**src/rtl/core/swb_pkg.sv**
```systemverilog
// Shared types, constants and register indexes of the similarity warp block.
package swb_pkg;

    localparam int MaxSrcWidthDef  = 256;
    localparam int MaxSrcHeightDef = 256;

    localparam int CoefW  = 20;
    localparam int ShiftW = 26;
    localparam int SizeW  = 9;
    localparam int PixW   = 8;
    localparam int PosW   = 8;
    localparam int CfgIdxW = 3;
    localparam int CfgDatW = 32;

    // Source position in Q.16: 8-bit position times Q4.16 plus Q10.16 fits in 30 bits.
    localparam int PosQW = 30;

    localparam logic [CoefW-1:0]  ScaleCosRst = CoefW'(65536);
    localparam logic [SizeW-1:0]  SizeRst     = SizeW'(256);

    typedef enum logic [CfgIdxW-1:0] {
        REG_SCALE_COS  = 3'd0,
        REG_SCALE_SIN  = 3'd1,
        REG_SHIFT_X    = 3'd2,
        REG_SHIFT_Y    = 3'd3,
        REG_SRC_WIDTH  = 3'd4,
        REG_SRC_HEIGHT = 3'd5,
        REG_OUT_WIDTH  = 3'd6,
        REG_OUT_HEIGHT = 3'd7
    } t_reg_idx;

    typedef enum logic {
        OP_WRITE  = 1'b0,
        OP_SAMPLE = 1'b1
    } t_opcode;

    // Configuration as seen by the datapath.
    typedef struct packed {
        logic signed [CoefW-1:0]  scale_cos;
        logic signed [CoefW-1:0]  scale_sin;
        logic signed [ShiftW-1:0] shift_x;
        logic signed [ShiftW-1:0] shift_y;
        logic [SizeW-1:0]         src_width;
        logic [SizeW-1:0]         src_height;
        logic [SizeW-1:0]         out_width;
        logic [SizeW-1:0]         out_height;
    } t_cfg;

endpackage

```
**src/rtl/core/swb_blend.sv**
```systemverilog
// Bilinear blend pipeline with round to nearest.
module swb_blend (
    input  logic                      i_clk,
    input  logic                      i_rst_n,
    input  logic                      i_valid,
    input  logic                      i_outside,
    input  logic                      i_last,
    input  logic [7:0]                i_u,
    input  logic [7:0]                i_v,
    input  logic [swb_pkg::PixW-1:0]  i_p00,
    input  logic [swb_pkg::PixW-1:0]  i_p01,
    input  logic [swb_pkg::PixW-1:0]  i_p10,
    input  logic [swb_pkg::PixW-1:0]  i_p11,
    output logic                      o_valid,
    output logic [swb_pkg::PixW-1:0]  o_pixel,
    output logic                      o_outside,
    output logic                      o_last
);
    import swb_pkg::*;

    logic [8:0]  w_nu, w_nv;
    logic [16:0] r_t, r_b;
    logic [8:0]  r_v;
    logic        r_val, r_out, r_last;
    logic [25:0] w_acc;

    assign w_nu = 9'd256 - {1'b0, i_u};
    assign w_nv = 9'd256 - {1'b0, r_v[7:0]};

    // Stage 1: horizontal blend of the top and bottom pairs.
    always_ff @(posedge i_clk) begin
        if (!i_rst_n) begin
            r_val <= 1'b0;
        end else begin
            r_val <= i_valid;
        end
        r_t    <= 17'(w_nu * i_p00) + 17'({1'b0, i_u} * i_p01);
        r_b    <= 17'(w_nu * i_p10) + 17'({1'b0, i_u} * i_p11);
        r_v    <= {1'b0, i_v};
        r_out  <= i_outside;
        r_last <= i_last;
    end

    // Stage 2: vertical blend and rounding.
    assign w_acc = 26'(w_nv * r_t) + 26'(r_v * r_b) + 26'd32768;

    always_ff @(posedge i_clk) begin
        if (!i_rst_n) begin
            o_valid <= 1'b0;
        end else begin
            o_valid <= r_val;
        end
        o_pixel   <= r_out ? '0 : w_acc[23:16];
        o_outside <= r_out;
        o_last    <= r_last;
    end

endmodule

```
**config.mk**
```make
export PLATFORM = sky130hd
export DESIGN_NAME = swb_blend
export DESIGN_NICKNAME = d
export VERILOG_FILES = /design/src/rtl/core/swb_pkg.sv /design/src/rtl/core/swb_blend.sv
export SDC_FILE = /design/constraint.sdc
export NUM_CORES = 1
export LEC_CHECK = 0
export ABC_AREA = 1
export BUFFER_PORTS_ARGS = -buffer_cell sky130_fd_sc_hd__buf_2
export CAP_MARGIN = 10
export CORE_UTILIZATION = 57
export DETAILED_ROUTE_END_ITERATION = 16
export GPL_TIMING_DRIVEN = 0
export PLACE_DENSITY = 0.77
export SLEW_MARGIN = 15
export SYNTH_ARGS = -nofsm -noshare
export SYNTH_HDL_FRONTEND = slang
export SYNTH_SLANG_ARGS = --single-unit
```
**constraint.sdc**
```tcl
create_clock -name i_clk -period 15.4 [get_ports i_clk]
set_input_delay 3.08 -clock i_clk [delete_from_list [all_inputs] [get_ports i_clk]]
set_output_delay 3.08 -clock i_clk [all_outputs]
set_load 0.01 [all_outputs]
```
## Word level (Yosys, flattened, before mapping)

Index checks and enable logic that the tools add are counted.

| storage, ports and cells | value |
|---|---|
| register bits after elaboration | 56 |
| bits of input ports | 53 |

| cells by class | value |
|---|---|
| add/subtract/negate cells | 6 |
| $mul | 6 |

Operators by type and width:

| kind | count |
|---|---|
| adder 17 x 16 -> 17 bit | 2 |
| multiplier 9 x 8 -> 17 bit | 2 |
| multiplier 8 x 8 -> 16 bit | 2 |
| adder 24 x 16 -> 24 bit, second input constant | 1 |
| adder 24 bit | 1 |
| multiplier 8 x 17 -> 24 bit | 1 |
| multiplier 9 x 17 -> 24 bit | 1 |
| subtractor 9 x 8 -> 9 bit, first input constant | 2 |

## Longest topological paths before layout

| logic depth | value |
|---|---|
| depth after elaboration | 4 |
| gate-level depth with buffers | 35 |

## Least setup slack after synthesis

Ideal clock, no wire load.

| timing | value |
|---|---|
| kind | in2reg |
| from | input i_u[1] |
| to | register r_t[14] |
| library setup time | 0.119 ns |
| arrival | 8.693 ns |
| required time | 15.281 ns |
| slack | 6.589 ns |
| stages on the path | 28 |
| path buffers | 2 |
| path through | buf_2 -> buf_1 -> inv_1 -> ha_1 -> nand2_1 -> or2_1 -> or3_4 -> nand2_2 -> nor2_1 -> fa_1 -> inv_1 -> fa_1 -> inv_1 -> fa_1 -> inv_1 -> fa_1 -> inv_1 -> fa_1 -> inv_1 -> fa_1 -> inv_1 -> ha_1 -> a21o_1 -> a31oi_1 -> nand3_1 -> nand3_1 -> nand2_1 -> xor2_1 |

| on the way | value |
|---|---|
| longest elaborated chain between the ends | 3 |
| elaborated cells between the ends (all ways) | 4 |
| classes of those cells | add/sub (2); mul (2) |

RTL lines:

| element | RTL line | source |
|---|---|---|
| from (decl) | swb_blend.sv:8 | `input logic [7:0] i_u,` |
| subtractor 9 x 8 -> 9 bit | swb_blend.sv:27 | `assign w_nu = 9'd256 - {1'b0, i_u};` |
| multiplier 9 x 8 -> 17 bit | swb_blend.sv:37 | `r_t <= 17'(w_nu * i_p00) + 17'({1'b0, i_u} * i_p01);` |
| adder 17 x 16 -> 17 bit (*) | swb_blend.sv:37 |  |
| to (signal assigned) | swb_blend.sv:37 |  |
| to (decl) | swb_blend.sv:22 | `logic [16:0] r_t, r_b;` |

Mark *: on every way between the ends. The rest lies on a longest branch, timed or not.
A chain may end at the register's enable or synchronous reset.

## Worst setup path in the final report

| timing | value |
|---|---|
| from | input i_u[0] |
| to | register r_t[11] |

Same word-level chain as after synthesis.

==> summary.txt <==
Detailed routing
  • DRC violation count after routing: 0
  • Vias: 16200
  • Detailed Route Iter0 Violations: 1141
  • Wire length per cell: 15.5 microns
  • Antenna Violating Nets Remaining: 0
  • Vias per inst: 5.06
  • Routed Wire Length: 49.7 mm
  • TritonRoute pass-1 iters: 6

Flow run
  • Max-cap violations: 0

Setup path
  • CP Launch Type: input port
  • CP bufs+invs: 8
  • CP delay by family, top: adder cells
  • Critical Path End Type: register
  • Worst path required time: 15.59 ns
  • Cell mode on critical path: fa_1
  • FF-to-FF Start: r_v[0]
  • Crit path from: i_u[0]
  • Crit Path Max Fanout: 10
  • Critical-path cell list: buf_2, clkbuf_1, inv_1, ha_1, clkbuf_1, clkbuf_1, nand2_1, fa_1, fa_1, fa_1, fa_1, inv_1, fa_1, inv_1, fa_1, inv_1, ha_1, a21o_1, a21oi_1, o21ai_0, nand2_1, nand2_1, xor2_1
  • CP peak stage delay: 0.62 ns
  • WS Path Type: input port to register
  • Critical Path AT: 9.87 ns
  • CP max stage cell: clkbuf_1

CTS
  • H-tree depth: 2
  • Clk_lat worst skew: 0.31 ns
  • Clk root buf: clkbuf_16
  • Resized cells post-CTS: 0
  • # hold bufs at CTS: 0
  • CTS tree: yes
  • Cts bufs inserted: 5
  • Post-CTS Setup Inserts: 0
  • Clk sinks: 56
  • Clock slew at reported path FFs: 0.07 ns
  • Longest Clk Path Bufs: 2

Final layout
  • Commonest non-fill, non-tap cell in the layout: inv_1
  • Layout cells sized above 1: 2.74%
  • # diodes: 0
  • Fillers: 3218
  • # nets final: 3442
  • Synth-to-layout area growth: 4.36%
  • Commonest cells after routing, fill and taps aside: inv_1, nand2_1, fa_1
  • Finished layout cell area: 21500 sq um
  • Final core occ: 60.3%

STA
  • RSZ-0062 raised after global routing: no
  • Max-slew violation count: 0
  • Clk_skew: 0.00886 ns
  • Crit share post-route: 62.9%
  • Final hold violation count: 0
  • Max Clock Freq: 103 MHz
  • Relative max-transition margin: 45.1%
  • Final setup violation count: 0
  • Tmin final: 9.68 ns
  • Post-route setup TNS: 0 ns
  • Worst Tran Pin Value: 0.824 ns

Synthesis
  • XOR/XNOR Fraction of Synth Area: 1.58%
  • Mux cell area share after synthesis: 0%
  • Sequential area share after synthesis: 5.45%
  • Synth cell types: 36
  • Synth warn: 0
  • Largest family of logic cells by synthesized area: adder cells
  • Post-Syn Area per Cell: 7.64 sq um
  • Cells after synthesis: 2693
  • Mapped cell area: 20600 sq um
  • Post-Synth Adder-Cell Area: 55.8%
  • Syn Nets: 3401
  • FF+latch count, synth: 56
  • Simple-Gate Fraction of Synth Area: 16.0%
  • Synth Area in Compound Gates: 2.53%

Floorplan
  • Row count: 69
  • Die Ht: 192 microns
  • Die area: 36800 sq um
  • Core Footprint: 35600 sq um
  • Die X: 192 microns
  • Initial Util: 57.8%
  • I/O Pins: 64

Place
  • Port bufs: 34
  • Routability cong.: 0.959
  • Placed Area: 21300 sq um
  • Dpl hpwl: 43.5 mm

Global route
  • Total track usage: 29.2%
  • Initial antenna violation count: 0
  • Vias in the first global route: 17500
  • First-pass GRT wire length: 83.1 mm
  • Grt total ovfl: 0
  • Largest net degree at the start of global routing: 17

Status
  • Status: finished clean

Worst hold path
  • Worst hold path type: register to register
  • Hold path start: r_last
==> per-layer routing <==
layer | GRT usage, % | up-vias | routed length (microns) | part of all wire (%)
li1 | - | 7551 | - | -
met1 | 34.8 | 7870 | 19500 | 39
met2 | 52.9 | 599 | 24700 | 50
met3 | 2.91 | 153 | 2940 | 5.9
met4 | 13.3 | 0 | 2500 | 5.0
met5 | 0 | - | 0 | 0
==> sequential cells by signal (all words and copies together) (netlist names) <==
signal	count
r_val	1
o_valid	1
r_out	1
o_outside	1
r_b	17
o_last	1
r_last	1
r_v	8
r_t	17
o_pixel	8
==> area by class of cell <==
type | count | area (sq um) | share of cell area [%]
Tap cell | 461 | 577 | 2.69
Inverter | 921 | 3460 | 16.1
Buffer | 91 | 380 | 1.77
Multi-Input combinational cell | 1625 | 15600 | 72.7
Sequential cell | 56 | 1120 | 5.22
Clock inverter | 2 | 10.0 | 0.0466
Timing Repair Buffer | 34 | 170 | 0.793
Clock buffer | 6 | 139 | 0.647
==> final timing paths <==
| path | endpoint | slack [ns] | depth (start not counted) |
|---|---|---|---|
| max reg2reg | o_pixel[5] | 8.27 | 30 |
| min reg2reg | o_last | 0.34 | 0 |
| min | o_last | 0.34 | 0 |
| max | r_t[11] | 5.72 | 23 |
==> synthesized netlist by cell type <==
master,instances,area [sq um]
inv_1,918,3450
nand2_1,587,2200
fa_1,438,8770
ha_1,217,2720
nor2_1,187,702
clkbuf_1,61,229
dfxtp_1,56,1120
a21oi_1,48,240
nand3_1,43,215
xor2_1,27,236
o21ai_0,22,110
clkbuf_2,13,65.1
xnor2_1,10,87.6
buf_1,9,33.8
a21o_1,8,60.1
nor3_1,8,40.0
buf_2,6,30.0
nand4_1,4,25.0
o31ai_1,4,30.0
inv_2,3,11.3
nand2_2,3,18.8
o21bai_1,3,22.5
a31oi_1,2,12.5
buf_6,2,22.5
o2111ai_1,2,17.5
or3_4,2,22.5
a21boi_0,1,7.51
and2_1,1,6.26
nor2_2,1,6.26
nor2_8,1,20.0
nor3_2,1,10.0
o211ai_1,1,7.51
o21a_1,1,7.51
o21ai_1,1,5.00
or2_1,1,6.26
or2_2,1,6.26
==> metrics by stage <==
| stage | setup WS, ns | instances | hold WS (ns) |
|---|---|---|---|
| 2_1_floorplan | 6.59 | 2693 | 0.310 |
| 5_1_grt | 5.36 | 3196 | 0.354 |
| 3_3_place_gp | 5.55 | 3188 | 0.310 |
| 6_report | 5.72 | 3196 | 0.338 |
| 4_1_cts | 5.77 | 3196 | 0.345 |
| 3_5_place_dp | 5.46 | 3188 | 0.327 |
==> kinds of logic after synthesis <==
kind of cell / Yosys count
compound gates: 93
simple gates: 840
flops: 56
xor+xnor: 37
buf+inv: 1012
fa+ha+maj: 655
Power is not shown: default switching activity piles up to over one toggle a cycle in this logic, so the estimate is an artifact.
