$ cat src/rtl/core/swb_pkg.sv
// Shared types, constants and register indexes of the similarity warp block.
package swb_pkg;

    localparam int MaxSrcWidthDef  = 256;
    localparam int MaxSrcHeightDef = 256;

    localparam int CoefW  = 20;
    localparam int ShiftW = 26;
    localparam int SizeW  = 9;
    localparam int PixW   = 8;
    localparam int PosW   = 8;
    localparam int CfgIdxW = 3;
    localparam int CfgDatW = 32;

    // Source position in Q.16: 8-bit position times Q4.16 plus Q10.16 fits in 30 bits.
    localparam int PosQW = 30;

    localparam logic [CoefW-1:0]  ScaleCosRst = CoefW'(65536);
    localparam logic [SizeW-1:0]  SizeRst     = SizeW'(256);

    typedef enum logic [CfgIdxW-1:0] {
        REG_SCALE_COS  = 3'd0,
        REG_SCALE_SIN  = 3'd1,
        REG_SHIFT_X    = 3'd2,
        REG_SHIFT_Y    = 3'd3,
        REG_SRC_WIDTH  = 3'd4,
        REG_SRC_HEIGHT = 3'd5,
        REG_OUT_WIDTH  = 3'd6,
        REG_OUT_HEIGHT = 3'd7
    } t_reg_idx;

    typedef enum logic {
        OP_WRITE  = 1'b0,
        OP_SAMPLE = 1'b1
    } t_opcode;

    // Configuration as seen by the datapath.
    typedef struct packed {
        logic signed [CoefW-1:0]  scale_cos;
        logic signed [CoefW-1:0]  scale_sin;
        logic signed [ShiftW-1:0] shift_x;
        logic signed [ShiftW-1:0] shift_y;
        logic [SizeW-1:0]         src_width;
        logic [SizeW-1:0]         src_height;
        logic [SizeW-1:0]         out_width;
        logic [SizeW-1:0]         out_height;
    } t_cfg;

endpackage

$ cat src/rtl/core/swb_coord.sv
// Coordinate pipeline: maps an output position to a source neighborhood.
module swb_coord #(
    parameter int MAX_SRC_WIDTH  = swb_pkg::MaxSrcWidthDef,
    parameter int MAX_SRC_HEIGHT = swb_pkg::MaxSrcHeightDef,
    localparam int XW = $clog2(MAX_SRC_WIDTH),
    localparam int YW = $clog2(MAX_SRC_HEIGHT)
) (
    input  logic                       i_clk,
    input  logic                       i_rst_n,
    input  swb_pkg::t_cfg              i_cfg,
    input  logic                       i_valid,
    input  logic [swb_pkg::PosW-1:0]   i_col,
    input  logic [swb_pkg::PosW-1:0]   i_row,
    output logic                       o_valid,
    output logic                       o_outside,
    output logic                       o_last,
    output logic [XW-1:0]              o_ix,
    output logic [YW-1:0]              o_iy,
    output logic [7:0]                 o_u,
    output logic [7:0]                 o_v
);
    import swb_pkg::*;

    localparam int ProdW = CoefW + PosW + 1;
    localparam int IntW  = PosQW - 16;
    localparam logic [SizeW-1:0] MaxW = SizeW'(MAX_SRC_WIDTH > 256 ? 256 : MAX_SRC_WIDTH);
    localparam logic [SizeW-1:0] MaxH = SizeW'(MAX_SRC_HEIGHT > 256 ? 256 : MAX_SRC_HEIGHT);

    logic signed [ProdW-1:0] r_ac, r_br, r_ar, r_bc;
    logic                    r_v1, r_last1;
    logic signed [PosQW-1:0] n_x, n_y, r_x, r_y;
    logic                    r_v2, r_last2;
    logic [IntW-1:0]         w_ix, w_iy;
    logic [SizeW-1:0]        w_w, w_h;
    logic                    w_out;

    // Stage 1: four products of coefficient and position.
    always_ff @(posedge i_clk) begin
        if (!i_rst_n) begin
            r_v1 <= 1'b0;
        end else begin
            r_v1 <= i_valid;
        end
        r_ac <= ProdW'(i_cfg.scale_cos * $signed({1'b0, i_col}));
        r_br <= ProdW'(i_cfg.scale_sin * $signed({1'b0, i_row}));
        r_ar <= ProdW'(i_cfg.scale_cos * $signed({1'b0, i_row}));
        r_bc <= ProdW'(i_cfg.scale_sin * $signed({1'b0, i_col}));
        r_last1 <= (SizeW'(i_col) + 1'b1 == i_cfg.out_width)
                && (SizeW'(i_row) + 1'b1 == i_cfg.out_height);
    end

    // Stage 2: sums with the translation.
    assign n_x = PosQW'(r_ac) - PosQW'(r_br) + PosQW'(i_cfg.shift_x);
    assign n_y = PosQW'(r_ar) + PosQW'(r_bc) + PosQW'(i_cfg.shift_y);

    always_ff @(posedge i_clk) begin
        if (!i_rst_n) begin
            r_v2 <= 1'b0;
        end else begin
            r_v2 <= r_v1;
        end
        r_x     <= n_x;
        r_y     <= n_y;
        r_last2 <= r_last1;
    end

    // Stage 3: range check and split into integer and fraction.
    assign w_ix = r_x[PosQW-1:16];
    assign w_iy = r_y[PosQW-1:16];
    assign w_w  = (i_cfg.src_width  < MaxW) ? i_cfg.src_width  : MaxW;
    assign w_h  = (i_cfg.src_height < MaxH) ? i_cfg.src_height : MaxH;
    assign w_out = r_x[PosQW-1] || r_y[PosQW-1]
                || ({1'b0, w_ix} + 1'b1 >= (IntW+1)'(w_w))
                || ({1'b0, w_iy} + 1'b1 >= (IntW+1)'(w_h));

    always_ff @(posedge i_clk) begin
        if (!i_rst_n) begin
            o_valid <= 1'b0;
        end else begin
            o_valid <= r_v2;
        end
        o_outside <= w_out;
        o_last    <= r_last2;
        o_ix      <= w_ix[XW-1:0];
        o_iy      <= w_iy[YW-1:0];
        o_u       <= r_x[15:8];
        o_v       <= r_y[15:8];
    end

endmodule

$ cat config.mk
export PLATFORM = sky130hd
export DESIGN_NAME = swb_coord
export DESIGN_NICKNAME = d
export VERILOG_FILES = /design/src/rtl/core/swb_pkg.sv /design/src/rtl/core/swb_coord.sv
export SDC_FILE = /design/constraint.sdc
export NUM_CORES = 2
export LEC_CHECK = 0
export BUFFER_PORTS_ARGS = -buffer_cell sky130_fd_sc_hd__buf_2
export CAP_MARGIN = 20
export CORE_ASPECT_RATIO = 0.8
export CORE_MARGIN = 3
export CORE_UTILIZATION = 58
export CTS_CLUSTER_DIAMETER = 60
export DETAILED_ROUTE_END_ITERATION = 10
export GPL_ROUTABILITY_DRIVEN = 0
export PLACE_DENSITY = 0.76
export RECOVER_POWER = 100
export SETUP_SLACK_MARGIN = 0.5
export SLEW_MARGIN = 30
export SYNTH_ARGS = -nofsm -noshare
export SYNTH_HDL_FRONTEND = slang
export SYNTH_SLANG_ARGS = --single-unit
$ cat constraint.sdc
create_clock -name i_clk -period 5.4 [get_ports i_clk]
set_input_delay 0.27 -clock i_clk [delete_from_list [all_inputs] [get_ports i_clk]]
set_output_delay 0.27 -clock i_clk [all_outputs]
set_load 0.005 [all_outputs]
# Word-level counts from Yosys, hierarchy flattened
# Cells that the tools add are included.
# word_totals
out_inout_bits	35
inputBits	147
latch_bits	0
ff_bits	215
rom_bits	0
wordCells	41
ramBits	0
n_memories	0
# classes
bitwise_logic	0
n_div	0
muxes	2
n_eq_ne	2
n_mul	4
n_lt_le_gt_ge	4
shifts	0
add_sub_neg	8
reduce_logical	4
# op_table
operator	count
20-bit by 9-bit multiplier with 29-bit output	4
30-bit by 26-bit adder with 30-bit output	2
14-bit by 1-bit adder with 15-bit output (second input constant)	2
29-bit by 29-bit adder with 30-bit output	1
15-bit by 9-bit greater-or-equal comparator with 1-bit output	2
29-bit by 29-bit subtractor with 30-bit output	1
8-bit by 1-bit adder with 9-bit output (second input constant)	2
9-bit equality test	2
9-bit less-than comparator (second input constant)	2
9-bit 2-to-1 mux	2
1-bit logical OR	3
1-bit logical AND	1

# Longest topological paths before layout
# logic_depth
depth_word	5
ltp_mapped	22
depth_no_buf	19

# Least setup slack after synthesis
# Ideal clock, no wire load.
# synth_timing
kind	in2reg
from	input i_row[3] (netlist bit)
to	register r_ar[27]
n_path_buf	2
slack_ns	0.371
t_required_ns	5.280
cell_stages	18
arrival_time_ns	4.909
setup_ns	0.120
cell_sequence	clkbuf_1 buf_1 nand2_1 fa_1 inv_1 fa_1 fa_1 inv_1 fa_1 inv_1 ha_1 a211oi_2 o211ai_1 a221oi_2 o21ai_2 o31a_1 o31a_1 o31a_1
# synth_via
elab_chain_len	1
# synth_lines
item	line	rtl
start, declared	swb_coord.sv:13	input logic [swb_pkg::PosW-1:0] i_row,
20-bit by 9-bit multiplier with 29-bit output	swb_coord.sv:46	r_ar <= ProdW'(i_cfg.scale_cos * $signed({1'b0, i_row}));
end signal, assigned	swb_coord.sv:46	
end, declared	swb_coord.sv:29	logic signed [ProdW-1:0] r_ac, r_br, r_ar, r_bc;
# Every way passes these cells.
# A chain may end at the register's enable or synchronous reset.

# Worst setup path after layout
# layout_timing
from	input i_row[4] (netlist bit)
to	register r_ar[28]
# Same word-level chain as after synthesis.

==> run_results.csv <==
group,metric,value,unit
run_status,status,"finished clean",
finish,nets,4753,
timing,finalCritPeriodShare,91.6,%
cts,cts_buffers,17,
power,combPwrFrac,79.3,%
power,power_frac_clock,6.3,%
route,viasPerCell,5.31,
route,drtIter0Drc,1485,
route,wl_per_cell,17.3,um
synthesis,synth-edff-count,0,
cts,clock_path_buffers,2,
finish,fin_area,0.0343,mm^2
cts,htree_levels,4,
critical_path,path_max_fanout,27,
die,coreArea,0.0539,mm^2
synthesis,syn-cell-area,0.0317,mm^2
place,portBuffers,181,
timing,setup_tns,0,ns
die,die_x,267,um
synthesis,syn_nets,4580,
place,hpwl,64000,um
timing,fmax,202,MHz
power,p_sw,10600,uW
critical_path,cp_data_required_time,5.79,ns
power,power_switching_share,51.3,%
synthesis,synth_cell_types,77,
route,wl,77100,um
die,fp-row-count,76,
timing,setup_ws,0.453,ns
die,die_h,215,um
critical_path,reg2regPathDepth,10,
power,p_total,20600,uW
finish,area_delta_synth_final,8.18,%
power,leakagePower,0.0181,uW
timing,maxSlewHeadroom,30.9,%
global_routing,grt_remaining_overflow,0,
synthesis,async_reset_ff_share,0,%
power,p_int,10000,uW
timing,clock_skew,0.0146,ns
cts,clk_latency,0.50,ns
route,drc,0,
timing,final_max_slew_viol_count,0,
power,vdd_drop_max,0.345,mV
power,powerDensity,600,mW/mm^2
route,route.vias.total,23600,
global_routing,grt_pass1_wl,127000,um
die,initial_core_util,58.8,%
global_routing,grt_max_degree,32,
critical_path,arrival,5.33,ns
place,dpl_cell_area,0.0338,mm^2
min_path,hold_end,"r_ac[0]",
run,maxCapViolCount,0,
finish,drive_gt1_share,7.68,%
critical_path,rrSetupSlack,1.14,ns
timing,tightest_slew,1.04,ns
timing,fin_crit,4.95,ns
synthesis,synth_seq_area_share,12.6,%
cts,cts.sinks,199,
route,drtPass1Iterations,6,
global_routing,grt.total_usage,28.3,%
route,wl_met2,34500,um
route,wl_met3,6890,um
die,pin_count,182,
timing,hold_slack,0.191,ns
timing,finalSetupViolCount,0,
min_path,min_path_type,"in2reg",
cts,cts_tree,"done",
route,ant_nets,0,
critical_path,cp-end-kind,"register",
synthesis,synthCells,3562,
synthesis,ys_seq_elements,199,
timing,hold_viol,0,
place,post-place-ws,0.0288,ns
timing,rsz0062_at_grt,"no",
critical_path,path_class,"in2reg",
min_path,worstHoldStart,"i_col[0]",
cts,root_buffer,"clkbuf_16",
critical_path,reg2reg_from,"r_ar[6]",
critical_path,r2r-end,"r_y[28]",
route,maxUsedRoutingLayer,"met4",
power,p_seq_share,14.4,%
min_path,worstHoldPathCells,2,
global_routing,grt_pass1_vias,24800,
global_routing,antenna_found_initial,7,
die,fp.dieArea,0.0576,mm^2
synthesis,synth-main-ff-cell,"dfxtp_1",
critical_path,cp-start-kind,"input port",
synthesis,syn_area_per_cell,8.91,um^2
cts,cts.reportedPaths.clkPinSlew,0.08,ns
synthesis,ys_warn_count,0,
route,drt-met1-wl,33500,um
==> stage by stage <==
| step | utilization (%) | cells |
|---|---|---|
| 2_1_floorplan | - | 3562 |
| 3_3_place_gp | 62.7 | 4414 |
| 3_5_place_dp | 62.7 | 4414 |
| 4_1_cts | 63.8 | 4449 |
| 5_1_grt | 63.7 | 4451 |
| 6_report | 63.7 | 4452 |
==> how the worst max path moves through the flow <==
stage	from	to	slack [ns]	cells past startpoint
after CTS	i_col[1]	r_bc[28]	0.54	20
after global routing	i_row[4]	r_ar[24]	0.28	20
final	i_row[4]	r_ar[28]	0.45	19
after floorplan	i_row[2]	r_ar[27]	0.46	18
after detailed placement	i_col[1]	r_bc[28]	0.03	20
after global placement	i_col[0]	r_bc[26]	0.13	18
==> kinds of logic after synthesis <==
family          Yosys count  synth area share (%)
fa+ha+maj               871                  47.6
simple gates            971                  15.4
flops                   199                  12.6
xor+xnor                178                  4.91
buf+inv                 965                  11.4
mux                       1                0.0315
compound gates          377                  8.12
==> critical path, cell delays in order <==
cell and delay, ns:
clkbuf_4 0.29, clkbuf_1 0.35, and2_0 0.27, fa_1 0.41, fa_1 0.49, inv_1 0.06, fa_1 0.48, fa_1 0.50
inv_1 0.05, ha_1 0.32, o21ai_0 0.34, nor4b_1 0.12, buf_4 0.16, o311ai_1 0.34, a21boi_1 0.11, buf_4 0.17
a21oi_1 0.27, o21ai_0 0.17, xnor2_1 0.14
==> layout by cell type (no fill, tap or decap), types with 12 or more instances in the layout <==
cell	n
and3_1	13
a21oi_1	107
nor3_1	30
inv_1	841
fa_1	560
a211oi_1	16
ha_1	311
buf_4	74
xnor2_1	124
nand2b_1	12
nor2_1	85
o21bai_1	21
and2_1	339
xor2_1	54
nand4_1	15
clkbuf_16	17
o21ai_0	54
dfxtp_1	199
clkbuf_1	36
o21a_1	20
buf_2	150
nand2_1	379
a31oi_1	13
a21o_1	52
nand3_1	42
==> cells in the mapped netlist (15+ instances only) <==
| cell type | n | area (um^2) |
|---|---|---|
| nand3_1 | 42 | 210 |
| inv_1 | 841 | 3160 |
| o21bai_1 | 21 | 158 |
| nand2_1 | 379 | 1420 |
| o21a_1 | 20 | 150 |
| clkbuf_1 | 114 | 428 |
| o21ai_0 | 45 | 225 |
| xor2_1 | 54 | 473 |
| dfxtp_1 | 199 | 3980 |
| nor2_1 | 85 | 319 |
| fa_1 | 560 | 11200 |
| xnor2_1 | 124 | 1090 |
| ha_1 | 311 | 3890 |
| nand4_1 | 15 | 93.8 |
| a21o_1 | 52 | 390 |
| o21ai_1 | 17 | 85.1 |
| and2_1 | 349 | 2180 |
| nor3_1 | 28 | 140 |
| a21oi_1 | 107 | 536 |
| a211oi_1 | 15 | 113 |
==> flip-flops by register name (all words and copies together), names as in the netlist <==
name       cells
o_last         1
o_v            8
r_x           22
r_v1           1
o_u            8
o_ix           8
r_last2        1
o_valid        1
o_outside      1
r_ar          29
r_bc          29
r_last1        1
r_br          29
r_y           22
r_v2           1
r_ac          29
o_iy           8
==> power groups by stage <==
stage               Clock, uW  Combinational [uW]  Sequential, uW
floorplan                   0               11900            2770
finish                   1290               16300            2960
global route             1380               18500            3040
global placement            0               16000            2970
CTS                      1330               16500            2960
detailed placement          0               16400            2990
==> routing by layer <==
layer | global-route usage [%] | vias to the layer above
met5 | 0 | -
met4 | 9.52 | 0
met3 | 6.70 | 125
met2 | 44.8 | 740
met1 | 38.3 | 11600
li1 | - | 11100
==> layout make-up <==
class | instances | area, um^2
multi-input cells | 2398 | 24100
clock buffers | 18 | 429
well taps | 702 | 878
flip-flops and latches | 199 | 3980
repair buffers | 276 | 1650
inverters | 843 | 3160
diodes | 2 | 5.00
fillers | 4500 | 19600
clock inverters | 14 | 138
==> repair_timing <==
item,4_1_cts,5_1_grt
endpoints found under the setup margin,0,24
hold endpoints to repair,3,0
hold buffers,3,0
buffers inserted,0,1
gates resized for setup,0,14
(Power assumes the default switching activity.)
