**src/rtl/core/swb_pkg.sv**
```systemverilog
// Shared types, constants and register indexes of the similarity warp block.
package swb_pkg;

    localparam int MaxSrcWidthDef  = 256;
    localparam int MaxSrcHeightDef = 256;

    localparam int CoefW  = 20;
    localparam int ShiftW = 26;
    localparam int SizeW  = 9;
    localparam int PixW   = 8;
    localparam int PosW   = 8;
    localparam int CfgIdxW = 3;
    localparam int CfgDatW = 32;

    // Source position in Q.16: 8-bit position times Q4.16 plus Q10.16 fits in 30 bits.
    localparam int PosQW = 30;

    localparam logic [CoefW-1:0]  ScaleCosRst = CoefW'(65536);
    localparam logic [SizeW-1:0]  SizeRst     = SizeW'(256);

    typedef enum logic [CfgIdxW-1:0] {
        REG_SCALE_COS  = 3'd0,
        REG_SCALE_SIN  = 3'd1,
        REG_SHIFT_X    = 3'd2,
        REG_SHIFT_Y    = 3'd3,
        REG_SRC_WIDTH  = 3'd4,
        REG_SRC_HEIGHT = 3'd5,
        REG_OUT_WIDTH  = 3'd6,
        REG_OUT_HEIGHT = 3'd7
    } t_reg_idx;

    typedef enum logic {
        OP_WRITE  = 1'b0,
        OP_SAMPLE = 1'b1
    } t_opcode;

    // Configuration as seen by the datapath.
    typedef struct packed {
        logic signed [CoefW-1:0]  scale_cos;
        logic signed [CoefW-1:0]  scale_sin;
        logic signed [ShiftW-1:0] shift_x;
        logic signed [ShiftW-1:0] shift_y;
        logic [SizeW-1:0]         src_width;
        logic [SizeW-1:0]         src_height;
        logic [SizeW-1:0]         out_width;
        logic [SizeW-1:0]         out_height;
    } t_cfg;

endpackage

```
**src/rtl/core/swb_cfg.sv**
```systemverilog
// Configuration register file of the similarity warp block.
module swb_cfg (
    input  logic                          i_clk,
    input  logic                          i_rst_n,
    input  logic                          i_cfg_valid,
    output logic                          o_cfg_ready,
    input  logic [swb_pkg::CfgIdxW-1:0]   i_cfg_index,
    input  logic [swb_pkg::CfgDatW-1:0]   i_cfg_data,
    output swb_pkg::t_cfg                 o_cfg
);
    import swb_pkg::*;

    t_cfg r_cfg;

    assign o_cfg_ready = 1'b1;
    assign o_cfg       = r_cfg;

    // Register writes, one per transaction.
    always_ff @(posedge i_clk) begin
        if (!i_rst_n) begin
            r_cfg.scale_cos  <= ScaleCosRst;
            r_cfg.scale_sin  <= '0;
            r_cfg.shift_x    <= '0;
            r_cfg.shift_y    <= '0;
            r_cfg.src_width  <= SizeRst;
            r_cfg.src_height <= SizeRst;
            r_cfg.out_width  <= SizeRst;
            r_cfg.out_height <= SizeRst;
        end else if (i_cfg_valid) begin
            unique case (t_reg_idx'(i_cfg_index))
                REG_SCALE_COS:  r_cfg.scale_cos  <= i_cfg_data[CoefW-1:0];
                REG_SCALE_SIN:  r_cfg.scale_sin  <= i_cfg_data[CoefW-1:0];
                REG_SHIFT_X:    r_cfg.shift_x    <= i_cfg_data[ShiftW-1:0];
                REG_SHIFT_Y:    r_cfg.shift_y    <= i_cfg_data[ShiftW-1:0];
                REG_SRC_WIDTH:  r_cfg.src_width  <= i_cfg_data[SizeW-1:0];
                REG_SRC_HEIGHT: r_cfg.src_height <= i_cfg_data[SizeW-1:0];
                REG_OUT_WIDTH:  r_cfg.out_width  <= i_cfg_data[SizeW-1:0];
                REG_OUT_HEIGHT: r_cfg.out_height <= i_cfg_data[SizeW-1:0];
                default: ;
            endcase
        end
    end

endmodule

```
**config.mk**
```make
export PLATFORM = sky130hd
export DESIGN_NAME = swb_cfg
export DESIGN_NICKNAME = d
export VERILOG_FILES = /design/src/rtl/core/swb_pkg.sv /design/src/rtl/core/swb_cfg.sv
export SDC_FILE = /design/constraint.sdc
export NUM_CORES = 1
export LEC_CHECK = 0
export CORE_UTILIZATION = 45
export DETAILED_ROUTE_END_ITERATION = 8
export DONT_BUFFER_PORTS = 1
export GPL_TIMING_DRIVEN = 0
export PLACE_DENSITY = 0.72
export SYNTH_ARGS = -nofsm -noshare
export SYNTH_HDL_FRONTEND = slang
export SYNTH_SLANG_ARGS = --single-unit
export TNS_END_PERCENT = 100
```
**constraint.sdc**
```tcl
create_clock -name i_clk -period 2.4 [get_ports i_clk]
set_input_delay 0.12 -clock i_clk [delete_from_list [all_inputs] [get_ports i_clk]]
set_output_delay 0.12 -clock i_clk [all_outputs]
set_load 0.1 [all_outputs]
```
==> After elaboration in Yosys (flattened, before gate mapping) <==
Cells that the tools add are included.
{ "op_classes": {"n_eq_ne": 7, "n_reduce_logical": 9} }
{ "op_table": {"columns": ["cell", "count"], "rows": [
  ["2-bit AND reduction", 8],
  ["3-bit == test, second input constant", 4],
  ["3-bit by 2-bit == test with 1-bit output, second input constant", 2],
  ["3-bit by 1-bit == test with 1-bit output, second input constant", 1],
  ["3-bit logical NOT", 1]
]} }
{ "word_totals": {"reg_bits": 128, "in_bits": 38, "output_inout_bits": 129, "wordCells": 24} }

==> Longest topological paths before layout <==
Gate-level depths: netlist of run 1.
{ "logic_depth": {"ltp_word": 2, "depth_mapped": 4, "mapped_depth_nobuf": 2} }

==> Least setup slack after synthesis of run 1 <==
OpenSTA, ideal clock, no wires.
{ "synth_timing": {"path_type": "register to register", "startpoint": "register, netlist name o_cfg[0]", "endpoint": "register r_cfg (netlist bit o_cfg[0])", "setup_time_ns": 0.072, "t_arrival_ns": 1.158, "required_time_ns": 2.328, "slack_ns": 1.170, "path_stages_with_launch": 3, "n_path_buf": 0, "period_less_slack_ns": 1.230, "cell_sequence": "dfxtp_1 nand2_1 mux2i_1"} }
{ "synth_lines": {"columns": ["item", "line", "text"], "rows": [
  ["end: declaration", "swb_cfg.sv:13", "t_cfg r_cfg;"]
]} }

==> Worst setup path in the final report of run 1 <==
{ "layout_timing": {"startpoint": "register r_cfg (netlist bit o_cfg[69])", "endpoint": "output o_cfg[69] in the netlist's numbering"} }
{ "layout_lines": {"columns": ["item", "line", "text"], "rows": [
  ["end: declaration", "swb_cfg.sv:9", "output swb_pkg::t_cfg o_cfg"]
]} }
No word-level cell between the ends.

==> run_results.csv, run 1 <==
group,metric,value,unit
floorplanning,dieArea,10800,um2
sta,tns,0,ns
grt,grt_pass1_vias,3465,
sta,slew_viol_final,0,
sta,hold_violations,0,
sta,finalCritPeriodShare,67.7,%
setup_path,worst_r2r_endpoint,"o_cfg[105]",
synth,synth_seq_area_share,54.7,%
synth,synth-simple-area-share,14.5,%
setup_path,r2r_cells,2,
grt,grt.total_usage,22.9,%
floorplanning,num_rows,36,
synth,syn_area,4690,um2
synth,synthTopCellsByArea,"dfxtp_1 55%, mux2i_1 27%, nand2_1 12%",
sta,setup_viol,0,
cts,cts_setup_buffers,0,
sta,whs,0.0339,ns
synth,synthMuxAreaShare,27.3,%
power_and_ir_drop,power_density,973,nW/um2
route,via_per_inst,5.21,
placement,post-place-cells,587,
power_and_ir_drop,power_leakage,2.74,nW
setup_path,critPathLaunchType,"register",
placement,gp_congestion,0.775,
cts,cts_inserted_buffers,17,
cts,clock_path_buffers,2,
hold_path,hold_path.class,"input pin to register",
route,remaining_drc_errors,0,
sta,period_needed,1.62,ns
hold_path,whs_endpoint,"o_cfg[7]",
route,drtIter0Drc,106,
cts,root_buffer,"clkbuf_8",
cts,clock-sinks,128,
cells_and_area,largest_reg_flops,128,
placement,port_buffers,0,
synth,synth_top_family_by_area,"multiplexers",
route,drtAntennaViolNets,0,
synth,synth_fp_nets,492,
route,num_vias,3300,
grt,antenna_found_initial,0,
setup_path,r2r_setup_slack,1.02,ns
grt,grt_max_degree,17,
setup_path,crit_required,2.28,ns
cells_and_area,nNetsFinal,529,
setup_path,end_kind,"output port",
route,first_pass_iters,4,
grt,grt_pass1_wl,18.7,mm
sta,worst_pin_slew,1.03,ns
sta,max_clock_freq,616,MHz
route,wl,12.0,mm
setup_path,r2r-start,"o_cfg[105]",
cts,htree_levels,4,
cells_and_area,area_growth,20.8,%
power_and_ir_drop,vdd_drop_max,0.000538,V
synth,ys_seq_elements,128,
sta,relSlewSlack,31.5,%
synth,synthAdderAreaFrac,0,%
synth,syn_inst,454,
floorplanning,initial_core_util,47.1,%
run_status,status,"complete, no violations",
setup_path,critPathKind,"register to output port",
grt,gr-total-overflow,0,
sta,rsz0062_at_grt,"false",
hold_path,hold_path_depth,2,
synth,synth_compound_area_share,0,%
synth,yosys_warnings,0,
cts,insertion_delay,0.51,ns
hold_path,min_from,"i_cfg_data[7]",
floorplanning,core_area,9950,um2
floorplanning,fp.dieH,104,um
cells_and_area,utilization,56.9,%
floorplanning,ios,167,
synth,synth_top_area_cell,"dfxtp_1",
synth,syn_avg_cell_area,10.3,um2
cells_and_area,final_layout_size_suffix_gt1_share,8.60,%
cts,clkSlewWorstSetupHoldPaths,0.06,ns
flow_run,cap_violations,0,
synth,synth.top_cell.area_share,54.7,%
route,wl_per_cell,18.9,um
sta,fin_skew,0,ns
synth,synth_xor_area_share,0,%
cells_and_area,diodes,0,
placement,dpl.hpwl,8.44,mm
floorplanning,die_x,104,um
synth,yosysUniqueCellTypes,15,
setup_path,worstPathArrival,1.50,ns
cts,cts_tree,"yes",
cells_and_area,layout.cells.non_filler,633,
setup_path,crit_path_max_fanout,2,
==> power breakdown <==
part	switching (W)	total, W	internal, W
logic	0.000145	0.000232	0.0000866
registers	0.000374	0.00255	0.00217
clock network	0.000854	0.00273	0.00188
total	0.00137	0.00551	0.00414
==> cell usage in the layout (no fill, tap or decap), types with 2 or more instances in the layout <==
| cell | instances |
|---|---|
| clkbuf_8 | 5 |
| bufinv_16 | 5 |
| buf_2 | 12 |
| nand2_1 | 149 |
| nand4bb_1 | 2 |
| buf_6 | 2 |
| dlygate4sd3_1 | 18 |
| nand4b_1 | 3 |
| clkbuf_16 | 16 |
| clkbuf_1 | 18 |
| nor2b_1 | 7 |
| dfxtp_1 | 128 |
| mux2i_1 | 128 |
==> layout make-up <==
class	instances	area (um2)
Clock buffer	22	473
Tap cell	133	166
Timing Repair Buffer	18	180
Clock inverter	6	155
Fill cell	842	4290
Buffer	33	158
Multi-Input combinational cell	293	1970
Sequential cell	128	2560
==> worst max-delay path by stage <==
stage,cells past startpoint,endpoint,start,slack [ns]
after global routing,0,o_cfg[68],o_cfg[68],0.72
after CTS,0,o_cfg[90],o_cfg[90],0.75
after floorplan,2,o_cfg[0],o_cfg[0],1.17
final,0,o_cfg[69],o_cfg[69],0.78
after detailed placement,4,o_cfg[47],i_rst_n,0.82
after global placement,4,o_cfg[105],i_rst_n,0.83
==> metal layers <==
layer  track usage [%]  vias to the layer above  wire length (um)
li1                  -                     1572                 -
met1              24.7                     1579              4750
met2              37.9                      128              5950
met3              10.7                       21              1020
met4              10.8                        0               259
met5                 0                        -                 0
==> stage by stage <==
step	instance area, um2	setup slack, ns	total power [W]
6_report	5660	0.776	0.00551
2_1_floorplan	4690	1.17	0.00273
3_3_place_gp	4850	0.827	0.00279
5_1_grt	5660	0.720	0.00568
3_5_place_dp	4850	0.815	0.00280
4_1_cts	5660	0.752	0.00556
==> what timing repair did <==
item / in CTS / in global routing
gates resized for setup: 0 / 0
hold buffers: 18 / 0
hold endpoints to repair: 64 / 0
setup endpoints to repair: 0 / 0
==> Yosys cell counts (all sizes together) <==
cell / instances
conb: 1
nand2: 149
nand4b: 3
or4b: 1
mux2i: 128
nor2b: 7
dfxtp: 128
and4bb: 1
nand4bb: 2
clkbuf: 17
nand4: 1
buf: 16
==> cells by family after synthesis <==
| logic type | after synthesis |
|---|---|
| flip-flops | 128 |
| AND/OR/NAND/NOR | 164 |
| buffers and inverters | 33 |
| multiplexers | 128 |
| other | 1 |
(Power assumes the default switching activity.)
==> run 2, diff against run 1 <==
- clock period: 2.4 -> 1.6 ns (I/O delays scaled with it)
==> run 2 against run 1 <==
  * Count of clock-buffer cells in the layout unchanged
  * Non-clock buffer count up 5
  * Sequential share of layout area up 0.32 points
  * Highest routed layer unchanged
  * Largest power group unchanged
  * Combinational power up 54%
  * Global-route usage about the same
==> run_results.csv, run 2 (same netlist as run 1, synthesis figures left out) <==
group,metric,value,unit
grt,grt_max_degree,17,
cts,root_buffer,"clkbuf_8",
flow_run,cap_violations,0,
power_and_ir_drop,power,0.00828,W
floorplanning,ios,167,
cells_and_area,largest_reg_flops,128,
cells_and_area,diodes,0,
placement,gp_congestion,0.775,
cells_and_area,nFillCells,842,
grt,grt_pass1_vias,3472,
route,drtAntennaViolNets,0,
floorplanning,core_area,9950,um2
route,num_vias,3345,
cts,clkSlewWorstSetupHoldPaths,0.06,ns
setup_path,critPathLaunchType,"register",
route,first_pass_iters,5,
setup_path,critPathKind,"register to output port",
cells_and_area,ff_latch_area,2640,um2
cells_and_area,final_layout_size_suffix_gt1_share,20.4,%
sta,finalCritPeriodShare,99.8,%
floorplanning,num_rows,36,
floorplanning,initial_core_util,47.1,%
route,wl,12.2,mm
sta,slew_viol_final,0,
setup_path,end_kind,"output port",
sta,period_needed,1.60,ns
placement,port_buffers,0,
setup_path,crit_required,1.52,ns
sta,hold_violations,0,
setup_path,crit_path_max_fanout,2,
cts,insertion_delay,0.51,ns
grt,gr-total-overflow,0,
hold_path,hold_path.class,"input pin to register",
cells_and_area,final_cell_mix,"149 x nand2_1, 128 x mux2i_1, 68 x dfxtp_1, 60 x dfxtp_2, 23 x dlygate4sd3_1",
floorplanning,die_x,104,um
floorplanning,fp.dieH,104,um
grt,grt.total_usage,22.9,%
sta,max_clock_freq,626,MHz
cts,clock-sinks,128,
grt,antenna_found_initial,0,
cts,htree_levels,4,
cells_and_area,layout_commonest_cell,"nand2_1",
route,remaining_drc_errors,0,
cells_and_area,area_growth,23.5,%
cts,clock_path_buffers,2,
route,drtIter0Drc,113,
sta,relSlewSlack,30.4,%
cts,cts_tree,"yes",
route,via_per_inst,5.24,
run_status,status,"complete, no violations",
power_and_ir_drop,power_leakage,2.78,nW
sta,worst_pin_slew,1.04,ns
cells_and_area,utilization,58.1,%
cells_and_area,multi_input_area,1970,um2
power_and_ir_drop,vdd_drop_max,0.000772,V
grt,grt_pass1_wl,18.7,mm
cts,cts_inserted_buffers,17,
cells_and_area,nNetsFinal,534,
setup_path,worstPathArrival,1.52,ns
sta,fin_skew,0,ns
route,wl_per_cell,19.1,um
power_and_ir_drop,power_density,1430,nW/um2
sta,setup_viol,0,
floorplanning,dieArea,10800,um2
placement,dpl.hpwl,8.44,mm
==> run 2: final cells by class <==
cell class,count,area share [%]
plain buffers,33,2.72
clock buffers,22,8.17
clock inverters,6,2.68
multi-input cells,293,34.0
flip-flops and latches,128,45.6
well taps,133,2.88
repair buffers,23,3.98
==> run 2: worst reg2reg max path, stage by stage, from the launching register on <==
cell,delay [ns]
dfxtp_1,1.00
nand2_1,0.12
mux2i_1,0.19
==> run 2: per-layer routing <==
metal / part of all wire (%) / track usage [%]
met1: 40 / 24.7
met2: 50 / 37.8
met3: 8.3 / 10.7
met4: 2.3 / 11.0
met5: 0 / 0
==> run 2: final timing paths <==
kind	depth (start not counted)	from	slack [ns]	endpoint
max	0	o_cfg[104]	0.002	o_cfg[104]
min	2	i_cfg_data[3]	0.01	o_cfg[111]
max reg2reg	2	o_cfg[104]	0.20	o_cfg[104]
min reg2reg	2	o_cfg[72]	0.72	o_cfg[72]
==> run 2: power by group <==
group | leakage [nW] | switching (W) | internal, W | total [W]
registers | 1.06 | 0.000561 | 0.00327 | 0.00383
logic | 1.41 | 0.000221 | 0.000138 | 0.000358
clock network | 0.309 | 0.00128 | 0.00282 | 0.00410
==> run 2: stage by stage <==
stage,cells,TNS [ns],area [um2],hold slack [ns],setup slack [ns]
CTS,636,0,5700,0.00181,0.00402
detailed placement,587,0,4850,0.261,0.0552
floorplan,454,0,4690,0.240,0.370
finish,638,0,5790,0.0135,0.00243
global route,638,-0.0259,5790,0.0194,-0.0259
global placement,587,0,4850,0.246,0.0667
==> run 2: what timing repair did <==
item                                    in CTS  in global routing
buffers inserted                             0                  0
hold endpoints to repair                    75                  4
endpoints found under the setup margin       4                 56
gates resized for setup                      4                 56
hold buffers                                21                  2
cloned                                       0                  0
==> run 3, diff against run 2 <==
- PLACE_DENSITY: 0.72 -> 0.74
- clock period: 1.6 -> 1.4 ns (I/O delays scaled with it)
==> run 3 against run 2 <==
  * Global-route usage increased by 0.95 points
  * Sequential share of layout area up 0.27 points
  * Cell area grew 2.6%
  * Clock power up 19%
  * Sequential power grew 14%
  * The run now ends with negative hold slack left
==> run_results.csv, run 3 (same netlist as run 1, synthesis figures left out) <==
group,metric,value,unit
sta,hold_violations,5,
route,first_pass_iters,4,
placement,place_ws,-0.0127,ns
grt,grt_pass1_vias,3538,
setup_path,end_kind,"output port",
power_and_ir_drop,vdd_drop_max,0.000716,V
hold_path,min_from,"i_cfg_data[5]",
cells_and_area,final_cell_mix,"149 x nand2_1, 128 x mux2i_1, 128 x dfxtp_2, 26 x dlygate4sd3_1, 19 x clkbuf_1",
grt,grt_max_degree,17,
placement,post-place-cells,587,
cells_and_area,utilization,59.6,%
sta,relSlewSlack,61.7,%
cells_and_area,area_growth,26.7,%
sta,period_needed,1.27,ns
sta,fin_skew,0,ns
route,drtIter0Drc,230,
sta,worst_pin_slew,0.574,ns
cts,clkSlewWorstSetupHoldPaths,0.06,ns
setup_path,critPathKind,"register to output port",
floorplanning,fp.dieH,104,um
cells_and_area,largest_reg_flops,128,
hold_path,hold_path_depth,2,
floorplanning,dieArea,10800,um2
grt,grt.total_usage,23.8,%
setup_path,worst_r2r_endpoint,"o_cfg[103]",
sta,max_clock_freq,785,MHz
setup_path,r2r_cells,2,
placement,gp_congestion,0.800,
route,wl,12.5,mm
hold_path,hold_path.class,"input pin to register",
placement,dpl.hpwl,8.49,mm
route,remaining_drc_errors,0,
setup_path,worstPathArrival,1.20,ns
cells_and_area,final_layout_size_suffix_gt1_share,34.0,%
cts,insertion_delay,0.51,ns
cts,clock-sinks,128,
cts,cts_tree,"yes",
cells_and_area,diodes,0,
power_and_ir_drop,power_density,1630,nW/um2
sta,finalCritPeriodShare,91.0,%
grt,grt_pass1_wl,19.6,mm
setup_path,r2r-start,"o_cfg[103]",
cells_and_area,layout.cells.non_filler,645,
setup_path,r2r_setup_slack,0.31,ns
sta,setup_viol,0,
placement,port_buffers,0,
floorplanning,die_x,104,um
hold_path,whs_endpoint,"o_cfg[113]",
cts,cts_inserted_buffers,17,
sta,final.setup.worst_slack,0.125,ns
route,num_vias,3425,
cells_and_area,multi_input_area,1970,um2
run_status,violations,"negative hold slack",
floorplanning,ios,167,
route,via_per_inst,5.31,
cells_and_area,ff_latch_area,2720,um2
power_and_ir_drop,power_leakage,2.84,nW
cells_and_area,nNetsFinal,537,
cells_and_area,layout_commonest_cell,"nand2_1",
sta,slew_viol_final,0,
floorplanning,core_area,9950,um2
run_status,status,"complete, but fails checks",
flow_run,cap_violations,0,
cts,htree_levels,4,
sta,whs,-0.0112,ns
grt,gr-total-overflow,0,
route,wl_per_cell,19.4,um
cells_and_area,nFillCells,829,
cts,root_buffer,"clkbuf_8",
setup_path,critPathLaunchType,"register",
sta,rsz0062_at_grt,"false",
route,drtAntennaViolNets,0,
cts,clock_path_buffers,2,
grt,antenna_found_initial,0,
setup_path,crit_required,1.33,ns
floorplanning,num_rows,36,
floorplanning,initial_core_util,47.1,%
setup_path,crit_path_max_fanout,2,
==> run 3: cell types whose count changed in the layout (fill, tap and decap cells not counted) <==
cell / delta
clkinv_2: -1
dfxtp_1: -68
clkbuf_8: +1
clkinv_4: +1
clkinvlp_4: +2
clkbuf_1: +1
dlygate4sd3_1: +3
dfxtp_2: +68
==> run 3: metal layers <==
layer	global-route usage (%)	wire length [um]	vias to the layer above
met5	0	0	-
li1	-	-	1597
met4	9.90	227	0
met3	8.58	820	25
met2	40.8	6410	132
met1	26.7	5030	1671
==> run 3: per-stage QoR <==
stage	TNS, ns	instance area [um2]	power [W]	hold slack [ns]
after floorplan	0	4690	0.00468	0.230
after detailed placement	-0.0410	4850	0.00480	0.243
after global placement	0	4850	0.00479	0.236
final	0	5940	0.00967	-0.0112
after global routing	0	5940	0.00995	0.0129
after CTS	0	5940	0.00973	0.00376
==> run 3: layout make-up <==
class	instances	share of cell area, %
Clock inverter	8	2.93
Tap cell	133	2.80
Clock buffer	24	8.26
Timing Repair Buffer	26	4.38
Sequential cell	128	45.9
Multi-Input combinational cell	293	33.1
Buffer	33	2.66
==> run 3: worst max path at each step <==
| stage | start | end | slack, ns | cells past startpoint |
|---|---|---|---|---|
| 6_report | o_cfg[90] | o_cfg[90] | 0.13 | 0 |
| 5_1_grt | o_cfg[120] | o_cfg[120] | 0.09 | 0 |
| 4_1_cts | o_cfg[120] | o_cfg[120] | 0.11 | 0 |
| 3_5_place_dp | i_rst_n | o_cfg[48] | -0.01 | 4 |
| 3_3_place_gp | i_rst_n | o_cfg[97] | 0.03 | 4 |
| 2_1_floorplan | o_cfg[0] | o_cfg[0] | 0.17 | 2 |
==> run 3: what timing repair did <==
| item | in CTS | in global routing |
|---|---|---|
| setup buffers | 0 | 0 |
| endpoints found under the setup margin | 130 | 0 |
| hold buffers | 26 | 0 |
| gates resized for setup | 128 | 0 |
| endpoints found under the hold margin | 120 | 0 |
==> run 3: power breakdown <==
part           total (W)  internal (W)  switching (W)
clock network    0.00487       0.00331        0.00155
registers        0.00438       0.00374       0.000642
logic           0.000419      0.000162       0.000257
